===== config.mk =====
export PLATFORM = sky130hd
export DESIGN_NAME = idlist_merge_join
export DESIGN_NICKNAME = d
export VERILOG_FILES = /design/src/rtl/imj_pkg.sv /design/src/rtl/idlist_merge_join.sv /design/src/rtl/imj_list_ram.sv /design/src/rtl/imj_cmp_unit.sv /design/src/rtl/imj_ctrl.sv
export SDC_FILE = /design/constraint.sdc
export NUM_CORES = 2
export LEC_CHECK = 0
export BUFFER_PORTS_ARGS = -buffer_cell sky130_fd_sc_hd__buf_2
export CELL_PAD_IN_SITES_DETAIL_PLACEMENT = 0
export CELL_PAD_IN_SITES_GLOBAL_PLACEMENT = 1
export CORE_MARGIN = 2
export CORE_UTILIZATION = 45
export DETAILED_ROUTE_END_ITERATION = 16
export HOLD_SLACK_MARGIN = 0.08
export PLACE_DENSITY_LB_ADDON = 0.1
export SYNTH_ARGS = -nofsm -noshare
export SYNTH_HDL_FRONTEND = slang
export SYNTH_HIERARCHICAL = 1
export SYNTH_SLANG_ARGS = --single-unit

===== constraint.sdc =====
create_clock -name clk -period 8.15 [get_ports clk]
set_input_delay 0.4075 -clock clk [delete_from_list [all_inputs] [get_ports clk]]
set_output_delay 0.4075 -clock clk [all_outputs]
set_load 0.05 [all_outputs]

===== src/rtl/imj_pkg.sv =====
// shared types, codes and field widths of the id-list merge join engine
package imj_pkg;

    localparam int LIST_DEPTH_DEF    = 32;
    localparam int SEQ_ID_BITS_DEF   = 16;
    localparam int EVENT_ID_BITS_DEF = 8;

    localparam int OPC_W    = 2;
    localparam int SEQ_W    = 16;
    localparam int EV_W     = 8;
    localparam int SUP_W    = 6;
    localparam int MINSUP_W = 16;

    localparam logic [OPC_W-1:0] OP_LOAD_FIRST  = 2'd0;
    localparam logic [OPC_W-1:0] OP_LOAD_SECOND = 2'd1;
    localparam logic [OPC_W-1:0] OP_JOIN_EQ     = 2'd2;
    localparam logic [OPC_W-1:0] OP_JOIN_TEMP   = 2'd3;

    localparam logic KIND_PAIR    = 1'b0;
    localparam logic KIND_SUMMARY = 1'b1;

    localparam logic [MINSUP_W-1:0] THRESHOLD_RST = 16'd1;

    typedef enum logic [2:0] {
        ST_IDLE,
        ST_START,
        ST_MERGE,
        ST_SCAN_I,
        ST_SCAN_J,
        ST_PAIR_T,
        ST_PAIR_E,
        ST_SUMMARY
    } state_t;

    typedef struct packed {
        logic lt;
        logic eq;
    } cmp_res_t;

    typedef struct packed {
        logic                valid;
        logic                kind;
        logic [SEQ_W-1:0]    seq;
        logic [EV_W-1:0]     ev;
        logic [SUP_W-1:0]    support;
        logic                frequent;
        logic                overflowed;
        logic                last;
    } emit_t;

endpackage


===== src/rtl/idlist_merge_join.sv =====
// top level of the id-list merge join engine
// a load transaction is accepted in the idle state; the engine is ready again the next cycle
// a run stalls the input through the start step, the merge walk and block scans, the pair
// examination in each matching block and the summary, and is lengthened while the output
// register is held
// reset (async, active low) empties both lists, clears overflow and sets the threshold to 1
module idlist_merge_join #(
    parameter int LIST_DEPTH    = imj_pkg::LIST_DEPTH_DEF,
    parameter int SEQ_ID_BITS   = imj_pkg::SEQ_ID_BITS_DEF,
    parameter int EVENT_ID_BITS = imj_pkg::EVENT_ID_BITS_DEF
) (
    input  logic        clk,
    input  logic        rst_n,
    input  logic        s_axis_tvalid,
    output logic        s_axis_tready,
    input  logic [23:0] s_axis_tdata,   // seq_id[15:0], event_id[23:16]
    input  logic [1:0]  s_axis_tuser,   // opcode[1:0]
    output logic        m_axis_tvalid,
    input  logic        m_axis_tready,
    output logic [31:0] m_axis_tdata,   // out_seq_id, out_event_id, support, frequent, overflowed
    output logic        m_axis_tuser,   // kind
    output logic        m_axis_tlast,
    input  logic        cfg_we,
    input  logic [15:0] cfg_wdata
);

    import imj_pkg::*;

    localparam int AW    = $clog2(LIST_DEPTH);
    localparam int DW    = SEQ_ID_BITS + EVENT_ID_BITS;
    localparam int CMP_W = (SEQ_ID_BITS > EVENT_ID_BITS) ? SEQ_ID_BITS : EVENT_ID_BITS;

    logic              we1, we2;
    logic [AW-1:0]     waddr, raddr1, raddr2;
    logic [DW-1:0]     wdata, rdata1, rdata2;
    logic [CMP_W-1:0]  cmp_a, cmp_b;
    cmp_res_t          cmp_res;
    emit_t             emit;
    logic              out_ready;

    logic              m_valid_reg;
    logic [31:0]       m_data_reg;
    logic              m_kind_reg;
    logic              m_last_reg;

    imj_list_ram #(.DEPTH(LIST_DEPTH), .WIDTH(DW)) u_first_ram (
        .clk   (clk),
        .we    (we1),
        .waddr (waddr),
        .wdata (wdata),
        .raddr (raddr1),
        .rdata (rdata1)
    );

    imj_list_ram #(.DEPTH(LIST_DEPTH), .WIDTH(DW)) u_second_ram (
        .clk   (clk),
        .we    (we2),
        .waddr (waddr),
        .wdata (wdata),
        .raddr (raddr2),
        .rdata (rdata2)
    );

    imj_cmp_unit #(.W(CMP_W)) u_cmp (
        .a   (cmp_a),
        .b   (cmp_b),
        .res (cmp_res)
    );

    imj_ctrl #(
        .LIST_DEPTH    (LIST_DEPTH),
        .SEQ_ID_BITS   (SEQ_ID_BITS),
        .EVENT_ID_BITS (EVENT_ID_BITS),
        .AW            (AW),
        .DW            (DW),
        .CMP_W         (CMP_W)
    ) u_ctrl (
        .clk       (clk),
        .rst_n     (rst_n),
        .s_valid   (s_axis_tvalid),
        .s_ready   (s_axis_tready),
        .opcode    (s_axis_tuser),
        .seq_in    (s_axis_tdata[15:0]),
        .ev_in     (s_axis_tdata[23:16]),
        .cfg_we    (cfg_we),
        .cfg_wdata (cfg_wdata),
        .we1       (we1),
        .we2       (we2),
        .waddr     (waddr),
        .wdata     (wdata),
        .raddr1    (raddr1),
        .raddr2    (raddr2),
        .rdata1    (rdata1),
        .rdata2    (rdata2),
        .cmp_a     (cmp_a),
        .cmp_b     (cmp_b),
        .cmp_res   (cmp_res),
        .out_ready (out_ready),
        .emit      (emit)
    );

    assign out_ready = !m_valid_reg || m_axis_tready;

    always_ff @(posedge clk or negedge rst_n)
    begin
        if (!rst_n)
        begin
            m_valid_reg <= 1'b0;
        end
        else if (emit.valid)
        begin
            m_valid_reg <= 1'b1;
        end
        else if (m_axis_tready)
        begin
            m_valid_reg <= 1'b0;
        end
    end

    always_ff @(posedge clk)
    begin
        if (emit.valid)
        begin
            m_data_reg <= {emit.overflowed, emit.frequent, emit.support, emit.ev, emit.seq};
            m_kind_reg <= emit.kind;
            m_last_reg <= emit.last;
        end
    end

    assign m_axis_tvalid = m_valid_reg;
    assign m_axis_tdata  = m_data_reg;
    assign m_axis_tuser  = m_kind_reg;
    assign m_axis_tlast  = m_last_reg;

endmodule


===== src/rtl/imj_list_ram.sv =====
// single-port-write, registered-read id-list storage
module imj_list_ram #(
    parameter int DEPTH = 32,
    parameter int WIDTH = 24
) (
    input  logic                     clk,
    input  logic                     we,
    input  logic [$clog2(DEPTH)-1:0] waddr,
    input  logic [WIDTH-1:0]         wdata,
    input  logic [$clog2(DEPTH)-1:0] raddr,
    output logic [WIDTH-1:0]         rdata
);

    logic [WIDTH-1:0] mem [DEPTH];
    logic [WIDTH-1:0] rdata_reg;

    always_ff @(posedge clk)
    begin
        if (we)
        begin
            mem[waddr] <= wdata;
        end
    end

    always_ff @(posedge clk)
    begin
        rdata_reg <= mem[raddr];
    end

    assign rdata = rdata_reg;

endmodule


===== src/rtl/imj_cmp_unit.sv =====
// shared magnitude and equality comparator
module imj_cmp_unit #(
    parameter int W = 16
) (
    input  logic [W-1:0]       a,
    input  logic [W-1:0]       b,
    output imj_pkg::cmp_res_t  res
);

    import imj_pkg::*;

    always_comb
    begin
        res.lt = (a < b);
        res.eq = (a == b);
    end

endmodule


===== src/rtl/imj_ctrl.sv =====
// sequencer: list loading, merge walk, block scans, pair joins and summary
module imj_ctrl #(
    parameter int LIST_DEPTH    = imj_pkg::LIST_DEPTH_DEF,
    parameter int SEQ_ID_BITS   = imj_pkg::SEQ_ID_BITS_DEF,
    parameter int EVENT_ID_BITS = imj_pkg::EVENT_ID_BITS_DEF,
    parameter int AW            = $clog2(LIST_DEPTH),
    parameter int DW            = SEQ_ID_BITS + EVENT_ID_BITS,
    parameter int CMP_W         = (SEQ_ID_BITS > EVENT_ID_BITS) ? SEQ_ID_BITS : EVENT_ID_BITS
) (
    input  logic                           clk,
    input  logic                           rst_n,
    input  logic                           s_valid,
    output logic                           s_ready,
    input  logic [imj_pkg::OPC_W-1:0]      opcode,
    input  logic [imj_pkg::SEQ_W-1:0]      seq_in,
    input  logic [imj_pkg::EV_W-1:0]       ev_in,
    input  logic                           cfg_we,
    input  logic [imj_pkg::MINSUP_W-1:0]   cfg_wdata,
    output logic                           we1,
    output logic                           we2,
    output logic [AW-1:0]                  waddr,
    output logic [DW-1:0]                  wdata,
    output logic [AW-1:0]                  raddr1,
    output logic [AW-1:0]                  raddr2,
    input  logic [DW-1:0]                  rdata1,
    input  logic [DW-1:0]                  rdata2,
    output logic [CMP_W-1:0]               cmp_a,
    output logic [CMP_W-1:0]               cmp_b,
    input  imj_pkg::cmp_res_t              cmp_res,
    input  logic                           out_ready,
    output imj_pkg::emit_t                 emit
);

    import imj_pkg::*;

    localparam int CW = $clog2(LIST_DEPTH + 1);
    localparam logic [CW-1:0] DEPTH_C = CW'(LIST_DEPTH);

    state_t                   state_reg, state_next;
    logic [CW-1:0]            fc_reg, fc_next;
    logic [CW-1:0]            sc_reg, sc_next;
    logic                     ovf_reg, ovf_next;
    logic [CW-1:0]            i_reg, i_next;
    logic [CW-1:0]            j_reg, j_next;
    logic [CW-1:0]            x_reg, x_next;
    logic [CW-1:0]            y_reg, y_next;
    logic [CW-1:0]            si_reg, si_next;
    logic [CW-1:0]            sj_reg, sj_next;
    logic [SEQ_ID_BITS-1:0]   seq_reg, seq_next;
    logic [EVENT_ID_BITS-1:0] t0_reg, t0_next;
    logic                     temporal_reg, temporal_next;
    logic [CW-1:0]            en_reg, en_next;
    logic [CW-1:0]            sup_reg, sup_next;
    logic [SEQ_ID_BITS-1:0]   last_seq_reg, last_seq_next;
    logic [MINSUP_W-1:0]      min_sup_reg;

    logic [SEQ_ID_BITS-1:0]   rd1_seq, rd2_seq;
    logic [EVENT_ID_BITS-1:0] rd1_ev, rd2_ev;
    logic                     hit;
    logic                     want;

    assign rd1_seq = rdata1[SEQ_ID_BITS-1:0];
    assign rd1_ev  = rdata1[DW-1:SEQ_ID_BITS];
    assign rd2_seq = rdata2[SEQ_ID_BITS-1:0];
    assign rd2_ev  = rdata2[DW-1:SEQ_ID_BITS];

    always_ff @(posedge clk or negedge rst_n)
    begin
        if (!rst_n)
        begin
            state_reg    <= ST_IDLE;
            fc_reg       <= '0;
            sc_reg       <= '0;
            ovf_reg      <= 1'b0;
            i_reg        <= '0;
            j_reg        <= '0;
            x_reg        <= '0;
            y_reg        <= '0;
            si_reg       <= '0;
            sj_reg       <= '0;
            temporal_reg <= 1'b0;
            en_reg       <= '0;
            sup_reg      <= '0;
            last_seq_reg <= '0;
        end
        else
        begin
            state_reg    <= state_next;
            fc_reg       <= fc_next;
            sc_reg       <= sc_next;
            ovf_reg      <= ovf_next;
            i_reg        <= i_next;
            j_reg        <= j_next;
            x_reg        <= x_next;
            y_reg        <= y_next;
            si_reg       <= si_next;
            sj_reg       <= sj_next;
            temporal_reg <= temporal_next;
            en_reg       <= en_next;
            sup_reg      <= sup_next;
            last_seq_reg <= last_seq_next;
        end
    end

    always_ff @(posedge clk)
    begin
        seq_reg <= seq_next;
        t0_reg  <= t0_next;
    end

    always_ff @(posedge clk or negedge rst_n)
    begin
        if (!rst_n)
        begin
            min_sup_reg <= THRESHOLD_RST;
        end
        else if (cfg_we)
        begin
            min_sup_reg <= cfg_wdata;
        end
    end

    // comparator operand select
    always_comb
    begin
        cmp_a = '0;
        cmp_b = '0;
        case (state_reg)
            ST_MERGE:
            begin
                cmp_a = CMP_W'(rd1_seq);
                cmp_b = CMP_W'(rd2_seq);
            end
            ST_SCAN_I:
            begin
                cmp_a = CMP_W'(rd1_seq);
                cmp_b = CMP_W'(seq_reg);
            end
            ST_SCAN_J:
            begin
                cmp_a = CMP_W'(rd2_seq);
                cmp_b = CMP_W'(seq_reg);
            end
            ST_PAIR_T:
            begin
                cmp_a = CMP_W'(t0_reg);
                cmp_b = CMP_W'(rd2_ev);
            end
            ST_PAIR_E:
            begin
                cmp_a = CMP_W'(rd1_ev);
                cmp_b = CMP_W'(rd2_ev);
            end
            default:
            begin
                cmp_a = '0;
                cmp_b = '0;
            end
        endcase
    end

    assign hit  = (state_reg == ST_PAIR_T) ? cmp_res.lt : cmp_res.eq;
    assign want = hit && (en_reg < DEPTH_C);

    always_comb
    begin
        state_next    = state_reg;
        fc_next       = fc_reg;
        sc_next       = sc_reg;
        ovf_next      = ovf_reg;
        i_next        = i_reg;
        j_next        = j_reg;
        x_next        = x_reg;
        y_next        = y_reg;
        si_next       = si_reg;
        sj_next       = sj_reg;
        seq_next      = seq_reg;
        t0_next       = t0_reg;
        temporal_next = temporal_reg;
        en_next       = en_reg;
        sup_next      = sup_reg;
        last_seq_next = last_seq_reg;

        s_ready = (state_reg == ST_IDLE);
        we1     = 1'b0;
        we2     = 1'b0;
        waddr   = fc_reg[AW-1:0];
        wdata   = {EVENT_ID_BITS'(ev_in), SEQ_ID_BITS'(seq_in)};
        emit    = '0;

        case (state_reg)
            ST_IDLE:
            begin
                if (s_valid)
                begin
                    case (opcode)
                        OP_LOAD_FIRST:
                        begin
                            if (fc_reg < DEPTH_C)
                            begin
                                we1     = 1'b1;
                                waddr   = fc_reg[AW-1:0];
                                fc_next = fc_reg + CW'(1);
                            end
                            else
                            begin
                                ovf_next = 1'b1;
                            end
                        end
                        OP_LOAD_SECOND:
                        begin
                            if (sc_reg < DEPTH_C)
                            begin
                                we2     = 1'b1;
                                waddr   = sc_reg[AW-1:0];
                                sc_next = sc_reg + CW'(1);
                            end
                            else
                            begin
                                ovf_next = 1'b1;
                            end
                        end
                        OP_JOIN_EQ, OP_JOIN_TEMP:
                        begin
                            temporal_next = (opcode == OP_JOIN_TEMP);
                            i_next        = '0;
                            j_next        = '0;
                            en_next       = '0;
                            sup_next      = '0;
                            last_seq_next = '0;
                            state_next    = ST_START;
                        end
                        default:
                        begin
                            state_next = ST_IDLE;
                        end
                    endcase
                end
            end
            ST_START:
            begin
                state_next = ST_MERGE;
            end
            ST_MERGE:
            begin
                if ((i_reg < fc_reg) && (j_reg < sc_reg))
                begin
                    if (cmp_res.lt)
                    begin
                        i_next = i_reg + CW'(1);
                    end
                    else if (cmp_res.eq)
                    begin
                        si_next    = i_reg;
                        sj_next    = j_reg;
                        seq_next   = rd1_seq;
                        t0_next    = rd1_ev;
                        i_next     = i_reg + CW'(1);
                        j_next     = j_reg + CW'(1);
                        state_next = ST_SCAN_I;
                    end
                    else
                    begin
                        j_next = j_reg + CW'(1);
                    end
                end
                else
                begin
                    state_next = ST_SUMMARY;
                end
            end
            ST_SCAN_I:
            begin
                if ((i_reg < fc_reg) && cmp_res.eq)
                begin
                    i_next = i_reg + CW'(1);
                end
                else
                begin
                    state_next = ST_SCAN_J;
                end
            end
            ST_SCAN_J:
            begin
                if ((j_reg < sc_reg) && cmp_res.eq)
                begin
                    j_next = j_reg + CW'(1);
                end
                else
                begin
                    x_next     = si_reg;
                    y_next     = sj_reg;
                    state_next = temporal_reg ? ST_PAIR_T : ST_PAIR_E;
                end
            end
            ST_PAIR_T, ST_PAIR_E:
            begin
                if (!want || out_ready)
                begin
                    if (want)
                    begin
                        emit.valid = 1'b1;
                        emit.kind  = KIND_PAIR;
                        emit.seq   = SEQ_W'(seq_reg);
                        emit.ev    = EV_W'(rd2_ev);
                        en_next    = en_reg + CW'(1);
                        if ((en_reg == '0) || (last_seq_reg != seq_reg))
                        begin
                            sup_next = sup_reg + CW'(1);
                        end
                        last_seq_next = seq_reg;
                    end
                    if ((y_reg + CW'(1)) != j_reg)
                    begin
                        y_next = y_reg + CW'(1);
                    end
                    else if ((state_reg == ST_PAIR_E) && ((x_reg + CW'(1)) != i_reg))
                    begin
                        x_next = x_reg + CW'(1);
                        y_next = sj_reg;
                    end
                    else
                    begin
                        state_next = ST_MERGE;
                    end
                end
            end
            ST_SUMMARY:
            begin
                if (out_ready)
                begin
                    emit.valid      = 1'b1;
                    emit.kind       = KIND_SUMMARY;
                    emit.support    = SUP_W'(sup_reg);
                    emit.frequent   = (MINSUP_W'(sup_reg) >= min_sup_reg);
                    emit.overflowed = ovf_reg;
                    emit.last       = 1'b1;
                    fc_next         = '0;
                    sc_next         = '0;
                    ovf_next        = 1'b0;
                    i_next          = '0;
                    j_next          = '0;
                    state_next      = ST_IDLE;
                end
            end
            default:
            begin
                state_next = ST_IDLE;
            end
        endcase
    end

    // read addresses follow the pointer the next state will look at
    assign raddr1 = (state_next == ST_PAIR_E) ? x_next[AW-1:0] : i_next[AW-1:0];
    assign raddr2 = ((state_next == ST_PAIR_E) || (state_next == ST_PAIR_T)) ?
                    y_next[AW-1:0] : j_next[AW-1:0];

    a_count_bound: assert property (@(posedge clk) disable iff (!rst_n)
        (fc_reg <= DEPTH_C) && (sc_reg <= DEPTH_C) && (en_reg <= DEPTH_C)
        && (sup_reg <= en_reg))
        else $error("list or emit count beyond depth");

    a_run_clears: assert property (@(posedge clk) disable iff (!rst_n)
        (state_reg == ST_SUMMARY && out_ready) |=>
        (state_reg == ST_IDLE && fc_reg == '0 && sc_reg == '0 && !ovf_reg))
        else $error("run did not clear lists");

    a_pair_window: assert property (@(posedge clk) disable iff (!rst_n)
        (state_reg == ST_PAIR_T || state_reg == ST_PAIR_E) |->
        (y_reg >= sj_reg && y_reg < j_reg && x_reg >= si_reg && x_reg < i_reg))
        else $error("pair pointer outside block");

    a_emit_space: assert property (@(posedge clk) disable iff (!rst_n)
        emit.valid |-> out_ready)
        else $error("result pushed into full output register");

endmodule

==> summary.md <==
| Metric | Value |
|---|---|
| Gate Count Post-Synth | roughly 4300 |
| Fin crit period | between 7 and 8 ns |
| First-pass GRT wire length | 266000 um |
| Rows | 144 |
| Post-CTS setup buffer count | 0 |
| Max Cap Violations | 0 |
| Critical path capture point type | register |
| Design Area, Final | about 0.08 sq mm |
| Top cell by count, worst path | o21ai_0 |
| Largest net degree at the start of global routing | 100 |
| Average wire per standard cell | around 27 um |
| Final hold vios | 0 |
| Crit start category | register |
| DR iter-0 viols | between 3000 and 4000 |
| Peak supply drop | about 0.58 mV |
| Asr flop ratio synth | around 5.6% |
| Placed Area | roughly 0.074 sq mm |
| Post-route insts no fill | around 6800 |
| CP top delay family | compound AO/OA/AOI/OAI gates |
| Biggest area consumer among synthesized cells | edfxtp_1 |
| All-layer global routing usage | between 20% and 30% |
| Slew Limit Fails | 0 |
| DR vias | about 38000 |
| Pleak | between 20 and 30 nW |
| Post-synthesis net count | 4400 |
| Multi-input logic area | approximately 0.017 sq mm |
| Vias in the first global route | approximately 37000 |
| Initial Util | 45.4% |
| # clock sinks | between 1500 and 2000 |
| DR pass1 iterations | 8 |
| Final setup vio count | 0 |
| H-Tree Level Count | 4 |
| CTS root buf | clkbuf_16 |
| Synth top area cells | edfxtp_1 (68%), mux2i_1 (11%), dfrtp_1 (3.5%) |
| Die ar. | 0.159 sq mm |
| Sequential cell area | approximately 0.051 sq mm |
| Critical Path Max Stage Delay | just over 0.7 ns |
| Setup WS post-layout | 0.613 ns |
| WP data required | around 8.8 ns |
| Place WS | 0.642 ns |
| Die width | roughly 400 um |
| Cell Area, Synth | 0.0700 sq mm |
| Post-cts resize count | 0 |
| Final design utilization | between 50% and 60% |
| Layout Nets | ~4600 |
| I/O pins | 83 |
| YS warnings | 6 |
| DRC | 0 |
| Tcrit/Tclk final | around 90% |
| Tightest Pin Transition | roughly 1.1 ns |
| DR vias/cell | between 5 and 6 |
| Core area | about 0.15 sq mm |
| Total power draw | ~29 mW |
| CTS clk-pin slew, worst paths | 0.06 ns |
| Initial antenna violation count | 20 |
| Setup TNS | 0 ns |
| Slew headroom | 27.7% |
| Fraction of layout cells with a size suffix above 1 | between 10 and 15% |
| Number of buffers created by CTS | roughly 180 |
| Hpwl dp | 108000 um |
| Pwr/cell area | between 300 and 400 mW/mm^2 |
| Cell-by-cell trace of the critical path | buf_4 > nor2b_1 > nand2_1 > o21ai_0 > nand2_1 > o21ai_0 > inv_1 > ha_1 > a21oi_1 > o21ai_0 > a221o_1 > nor3_1 > mux2i_1 > or3_1 > o311a_1 > o311ai_4 > nor2_1 > o21ai_0 > mux2_8 > buf_12 > mux2i_1 > a21oi_1 > a31oi_1 > nand3_1 |
| Fin Hold WS | 0.151 ns |
| CP bufs+invs | 3 |
| Number of port buffers | between 80 and 90 |
| Gpl congestion | roughly 0.86 |
| Min-delay worst type | input pin to register |
| Share of the synthesized area in the top cell type | about two thirds |
| Fmax | around 0.13 GHz |
| Status | completed |
| Remaining global-route overflow | 0 |
| RSZ-0062 raised after global routing | false |
| CP max-delay cell | dfrtp_1 |
| Placed insts | between 6000 and 7000 |
| Flops & latches, synth | 1740 |
| CTS tree | done |
| EDFF count, synth | roughly 1600 |
| Deepest clock path buffer count | 3 |
| Post-route ant nets | 0 |
| Seq/Total Area, Yosys | about 73% |
| Chip Height | around 400 um |
| Worst skew pair latency | 0.80 ns |
| Area Overhead vs Synth | 13.8% |
| Most numerous cell in the Yosys netlist | edfxtp_1 |
| Top cells by count, synth | edfxtp_1 (1594), mux2i_1 (788), nand2_1 (238), a21oi_1 (186), nand3_1 (170) |
| Worst-path fanout max | 99 |
| Critical path arrival | approximately 8 ns |
| Mean Syn Cell Area | between 15 and 20 sq um |
| Distinct cell type count after synthesis | 77 |
| WL final | roughly 180000 um |
| Fillcell total | about 13000 |
| Post-route clock skew | between 0.02 and 0.03 ns |
| Kind of critical path | register to register |
| Main synth FF type | edfxtp_1 |
[worst register-to-register path, cell delays in order, from the launching register on]
cell and delay, ns:
dfrtp_1 0.72, buf_4 0.33, nor2b_1 0.41, nand2_1 0.09, o21ai_0 0.10, nand2_1 0.06, o21ai_0 0.08, inv_1 0.07
ha_1 0.29, a21oi_1 0.13, o21ai_0 0.12, a221o_1 0.33, nor3_1 0.43, mux2i_1 0.19, or3_1 0.44, o311a_1 0.27
o311ai_4 0.50, nor2_1 0.07, o21ai_0 0.34, mux2_8 0.46, buf_12 0.59, mux2i_1 0.50, a21oi_1 0.09, a31oi_1 0.66
nand3_1 0.13
[placed cells by master, fill, tap and decap left out, types with 33 or more instances in the layout]
cell,count
dfrtp_1,96
inv_1,52
a22o_1,113
a21oi_1,186
clkbuf_1,41
mux2i_1,788
and2_1,33
edfxtp_1,1594
nor3_1,58
mux2_2,35
ha_1,41
nor2_1,52
buf_4,176
dfxtp_1,48
a31oi_1,57
o21ai_0,58
clkinv_1,40
nor2_2,66
buf_2,81
nand2_1,238
a22oi_1,145
nand3_1,170
clkbuf_16,182
[power breakdown]
part	switching, mW	internal [mW]
clock	3.40	4.66
sequential	0.441	10.1
combinational	6.27	4.31
[metal layers]
| metal | wire, um | up-vias | GRT usage (%) |
|---|---|---|---|
| met1 | 80100 | 19700 | 31.7 |
| met2 | 91400 | 931 | 39.2 |
| met3 | 8330 | 236 | 2.98 |
| met5 | 26 | - | 0 |
| li1 | - | 17200 | - |
| met4 | 5050 | 4 | 7.14 |
[cells by family after synthesis]
logic type	after synthesis	share of synthesized area (%)
fa+ha+maj	41	0.733
flops	1740	73.2
compound gates	631	6.14
buf+inv	306	2.51
simple gates	719	4.85
xor+xnor	49	0.663
mux	826	11.9
[what timing repair did]
action,4_1_cts,5_1_grt
setup endpoints to repair,0,0
hold buffers,32,0
hold endpoints to repair,76,0
[worst paths after layout]
path	start	endpoint	slack [ns]	cells past startpoint
max	u_ctrl/state_reg[2]	u_second_ram/rdata[23]	0.61	24
min	s_axis_tdata[2]	u_first_ram/mem[20][2]	0.15	1
max reg2reg	u_ctrl/state_reg[2]	u_second_ram/rdata[23]	0.61	24
min reg2reg	u_first_ram/rdata[23]	u_ctrl/t0_reg[7]	0.46	0
max in group asynchronous	rst_n	u_ctrl/state_reg[0]	6.70	3
min in group asynchronous	rst_n	u_ctrl/min_sup_reg[5]	0.21	2
[final cells by class]
class,instances,share of cell area [%]
Clock buffer,234,6.10
Inverter,52,0.245
Timing Repair Buffer,314,3.20
Multi-Input combinational cell,2266,21.6
Antenna cell,3,0.00942
Clock inverter,99,1.24
Sequential cell,1740,64.4
Tap cell,2044,3.21
(Power assumes the default switching activity.)
